$ cat src/rtl/core/aes_ram.sv
// Generic single-port-write, registered-read RAM.
// No dependencies.
module aes_ram #(
  parameter int unsigned WIDTH = 128,
  parameter int unsigned DEPTH = 11
) (
  input  logic                     clk,
  input  logic                     wr_en,
  input  logic [$clog2(DEPTH)-1:0] wr_addr,
  input  logic [WIDTH-1:0]         wr_data,
  input  logic [$clog2(DEPTH)-1:0] rd_addr,
  output logic [WIDTH-1:0]         rd_data
);
  logic [WIDTH-1:0] mem [DEPTH];

  always_ff @(posedge clk) begin
    if (wr_en) begin
      mem[wr_addr] <= wr_data;
    end
    rd_data <= mem[rd_addr];
  end
endmodule
$ cat config.mk
export PLATFORM = sky130hd
export DESIGN_NAME = aes_ram
export DESIGN_NICKNAME = d
export VERILOG_FILES = /design/src/rtl/core/aes_ram.sv
export SDC_FILE = /design/constraint.sdc
export NUM_CORES = 1
export LEC_CHECK = 0
export ABC_AREA = 1
export BUFFER_PORTS_ARGS = -buffer_cell sky130_fd_sc_hd__buf_4
export CAP_MARGIN = 20
export CORE_MARGIN = 1.5
export CORE_UTILIZATION = 55
export DETAILED_ROUTE_END_ITERATION = 10
export PLACE_DENSITY = 0.71
export SETUP_SLACK_MARGIN = 0.5
export SLEW_MARGIN = 10
export SYNTH_ARGS = -nofsm -noshare
export SYNTH_HDL_FRONTEND = slang
export SYNTH_SLANG_ARGS = --single-unit
export TNS_END_PERCENT = 1
$ cat constraint.sdc
create_clock -name clk -period 6.1 [get_ports clk]
set_input_delay 0.305 -clock clk [delete_from_list [all_inputs] [get_ports clk]]
set_output_delay 0.305 -clock clk [all_outputs]
set_load 0.05 [all_outputs]
* Word level (Yosys, flattened, before mapping)
Memories as Yosys holds them, arrays and structs flattened. A register that Yosys moved wholly into a read port is not among the register bits.
Cells that the tools add are included.
** Storage, ports and cells
- Input bits :: 138
- Flip-flop bits (word level) :: 0
- Word-level logic and storage cells :: 3
- Output and inout port bits :: 128
- Bits in writable memories :: 1408
- Memories :: 1
** Memories
- mem :: words 11, width 128, read ports 1, clocked after Yosys merged registers in 1, wr ports 1, line 14 : logic [WIDTH-1:0] mem [DEPTH];
** Cells by class
- Multiplexer cells :: 2
** Operators with widths (number)
- $mux W1 :: 2

* Depth between registers and ports, before layout
- Depth after elaboration :: 2
- Mapped depth :: 9
- Depth with buffers taken out :: 7

* Worst setup path after synthesis
OpenSTA, ideal clock, no wires.
- Path kind :: input-to-reg
- Start point :: input wr_addr[2]
- End point :: memory mem[0][0], enable pin
- Setup slack :: -0.334 ns
- Data required time :: 5.483 ns
- Stages :: 3
- Buffers on the path :: 0
- Library setup time :: 0.617 ns
- Arrival time :: 5.816 ns
- Path through :: inv_1 -> nand3_1 -> nor2_1
** RTL lines
- start, declared :: line 9 : input logic [$clog2(DEPTH)-1:0] wr_addr,
- end, declared :: line 14
No word-level cell before the write port.

==> results.yml <==
floorplan:
  die_w_um: 336
  coreArea_sq_mm: 0.109
  die_h_um: 336
  fp-row-count: 121
  die_area_sq_mm: 0.113
  io_pins: 266
  initial_core_util_pct: 55.7
detailed_routing:
  num_vias: 38700
  drtIter0Drc: 3893
  wire_per_inst_um: 19.9
  viasPerCell: 5.35
  wirelength_um: 144000
  drcViolationCount: 0
  firstDrtPassIters: 6
  ant_nets: 0
cts:
  cts-root-buf: "clkbuf_16"
  cts-resized-gates: 0
  clock_path_buffers: 3
  postCtsSetupBuffers: 0
  htree_levels: 4
  clk_pin_slew_worst_paths_ps: 60
  cts_tree: "yes"
  hold_buffers: 128
  clock-sinks: 1536
  clk_latency_ps: 780
  cts_buffers: 157
critical_path:
  crit_family: "buffers and inverters"
  path_cells: "buf_8, buf_12, buf_12, nand2_1, nand3_1, nand3_1, nand3_1, nand2_1"
  worst-path-buf-inv: 3
  r2r_slack_ps: 5060
  cp-end-kind: "flop"
  cp_slowest_cell: "buf_12"
  slowest_delay_ps: 610
  critPathRequiredTime_ps: 6760
  critPathArrivalTime_ps: 3030
  start_kind: "input port"
  r2r_start: "mem[3][44]$_DFFE_PP_"
  reg2reg_depth: 6
  crit_top_cell: "nand3_1"
  critPathMaxFanout: 177
  timing.rr.end: "rd_data[44]$_DFF_P_"
  critPathKind: "in -> reg"
pwr:
  p_total_mw: 23.0
  ir_drop_mv: 0.251
  power_leakage_nw: 28.7
  power_density_mw_per_mm2: 326
worst_hold_path:
  holdPathEnd: "rd_data[10]$_DFF_P_"
  min_path_type: "in -> reg"
  worst_hold_path.num_cells: 4
  min_from: "rd_addr[2]"
timing:
  rsz0062_at_grt: "no"
  worst_slew_pin_slew_ps: 1110
  clock.fmax_mhz: 421
  fin_skew_ps: 27.0
  holdWs_ps: 90.3
  fin_crit_ps: 2380
  finalCritPeriodShare_pct: 39.0
  setup_ws_ps: 3720
  hold_viol_final: 0
  drv_slew: 0
  setup_viol: 0
  slew_headroom_pct: 26.1
logic_synthesis:
  synth_area_sq_mm: 0.0609
  syn_avg_cell_area_sq_um: 11.5
  ys_ff_latch: 1536
  ys_seq_area_share_pct: 73.6
  syn-num-nets: 5438
  synthCells: 5300
  ys_types: 12
  ys_warn_count: 0
grt:
  grt_pass1_vias: 36800
  grt_overflow_total: 0
  grt_pass1_wl_um: 217000
  antenna_found_initial: 10
  grt_usage_pct: 25.6
  grt_max_degree: 193
placement:
  hpwlAfterDp_um: 67700
  routabilityCongestion: 0.759
  portBuffers: 265
  pre_cts_ws_ps: 3060
cells_and_area:
  nets: 5759
  post_route_cells_drive_above_1_share_pct: 9.83
  area_delta_synth_final_pct: 15.8
outcome:
  outcome: "finished clean"
job:
  maxCapViolations: 0
## layer usage
| metal | part of all wire (%) | global-route usage [%] | up-vias |
|---|---|---|---|
| li1 | - | - | 18300 |
| met1 | 42 | 35.1 | 18700 |
| met2 | 48 | 42.4 | 1470 |
| met3 | 7.8 | 4.10 | 244 |
| met4 | 2.3 | 7.85 | 16 |
| met5 | 0.072 | 0 | - |
## state kept, by name, summed over array words and instances (netlist names)
signal and cells:
mem 1408, rd_data 128
## worst max path at each step
stage,start,to,slack (ps),depth (start not counted)
floorplan,wr_addr[2],mem[0][0]$_DFFE_PP_,-330,3
global placement,rd_addr[0],rd_data[37]$_DFF_P_,3140,8
detailed placement,rd_addr[0],rd_data[44]$_DFF_P_,3060,8
CTS,rd_addr[0],rd_data[44]$_DFF_P_,3890,8
global route,rd_addr[0],rd_data[104]$_DFF_P_,3670,8
finish,rd_addr[0],rd_data[93]$_DFF_P_,3720,8
## cell usage in the layout (no fill, tap or decap), drive strengths merged
cell / count
clkbuf: 216
buf: 316
diode: 5
clkinvlp: 3
o211ai: 128
nand3: 899
inv: 782
clkinv: 57
dlygate4sd3: 128
nor2: 11
dfxtp: 128
nand2: 1668
edfxtp: 1408
bufinv: 11
## kinds of logic (layout without fill, tap and decap cells)
kind of cell           Yosys count  count (layout)  share of synthesized area (%)
other                            0               5                              0
buffers and inverters         1058            1513                           7.06
flip-flops                    1536            1536                           73.6
AO/OA/AOI/OAI                  128             128                           1.58
AND/OR/NAND/NOR               2578            2578                           17.7
## area by class of cell
cell class / instances / area [sq um]
timing repair buffer: 444 / 3870
antenna: 5 / 12.5
tap: 1476 / 1850
sequential: 1536 / 44800
inverter: 776 / 2940
clock buffer: 216 / 4390
multi-input combinational: 2706 / 11800
fill: 8102 / 38800
clock inverter: 77 / 767
## cells in the mapped netlist
cell type,count,area (sq um)
buf_1,18,67.6
buf_2,144,721
buf_4,39,293
clkbuf_1,81,304
dfxtp_1,128,2560
edfxtp_1,1408,42300
inv_1,774,2910
inv_2,2,7.51
nand2_1,1668,6260
nand3_1,899,4500
nor2_1,11,41.3
o211ai_1,128,961
## power breakdown
| group | switching, mW | internal [mW] | total, mW |
|---|---|---|---|
| Sequential | 0.113 | 11.8 | 11.9 |
| Combinational | 1.17 | 0.483 | 1.65 |
| Clock | 3.93 | 5.53 | 9.46 |
| Total | 5.22 | 17.8 | 23.0 |
## worst min-delay path: stages
cell	delay [ps]
buf_6	190
nand3_1	160
nand3_1	60
nand2_1	60
## through the flow
step / setup TNS [ps] / util, % / instance area [sq um] / instances
4_1_cts: 0 / 64.5 / 70500 / 7230
3_5_place_dp: 0 / 58.6 / 64000 / 6809
3_3_place_gp: 0 / 58.6 / 64000 / 6809
5_1_grt: 0 / 64.5 / 70500 / 7232
6_report: 0 / 64.5 / 70500 / 7236
2_1_floorplan: -452910 / - / 60900 / 5300
No activity file was read; power rests on OpenSTA's default activity.
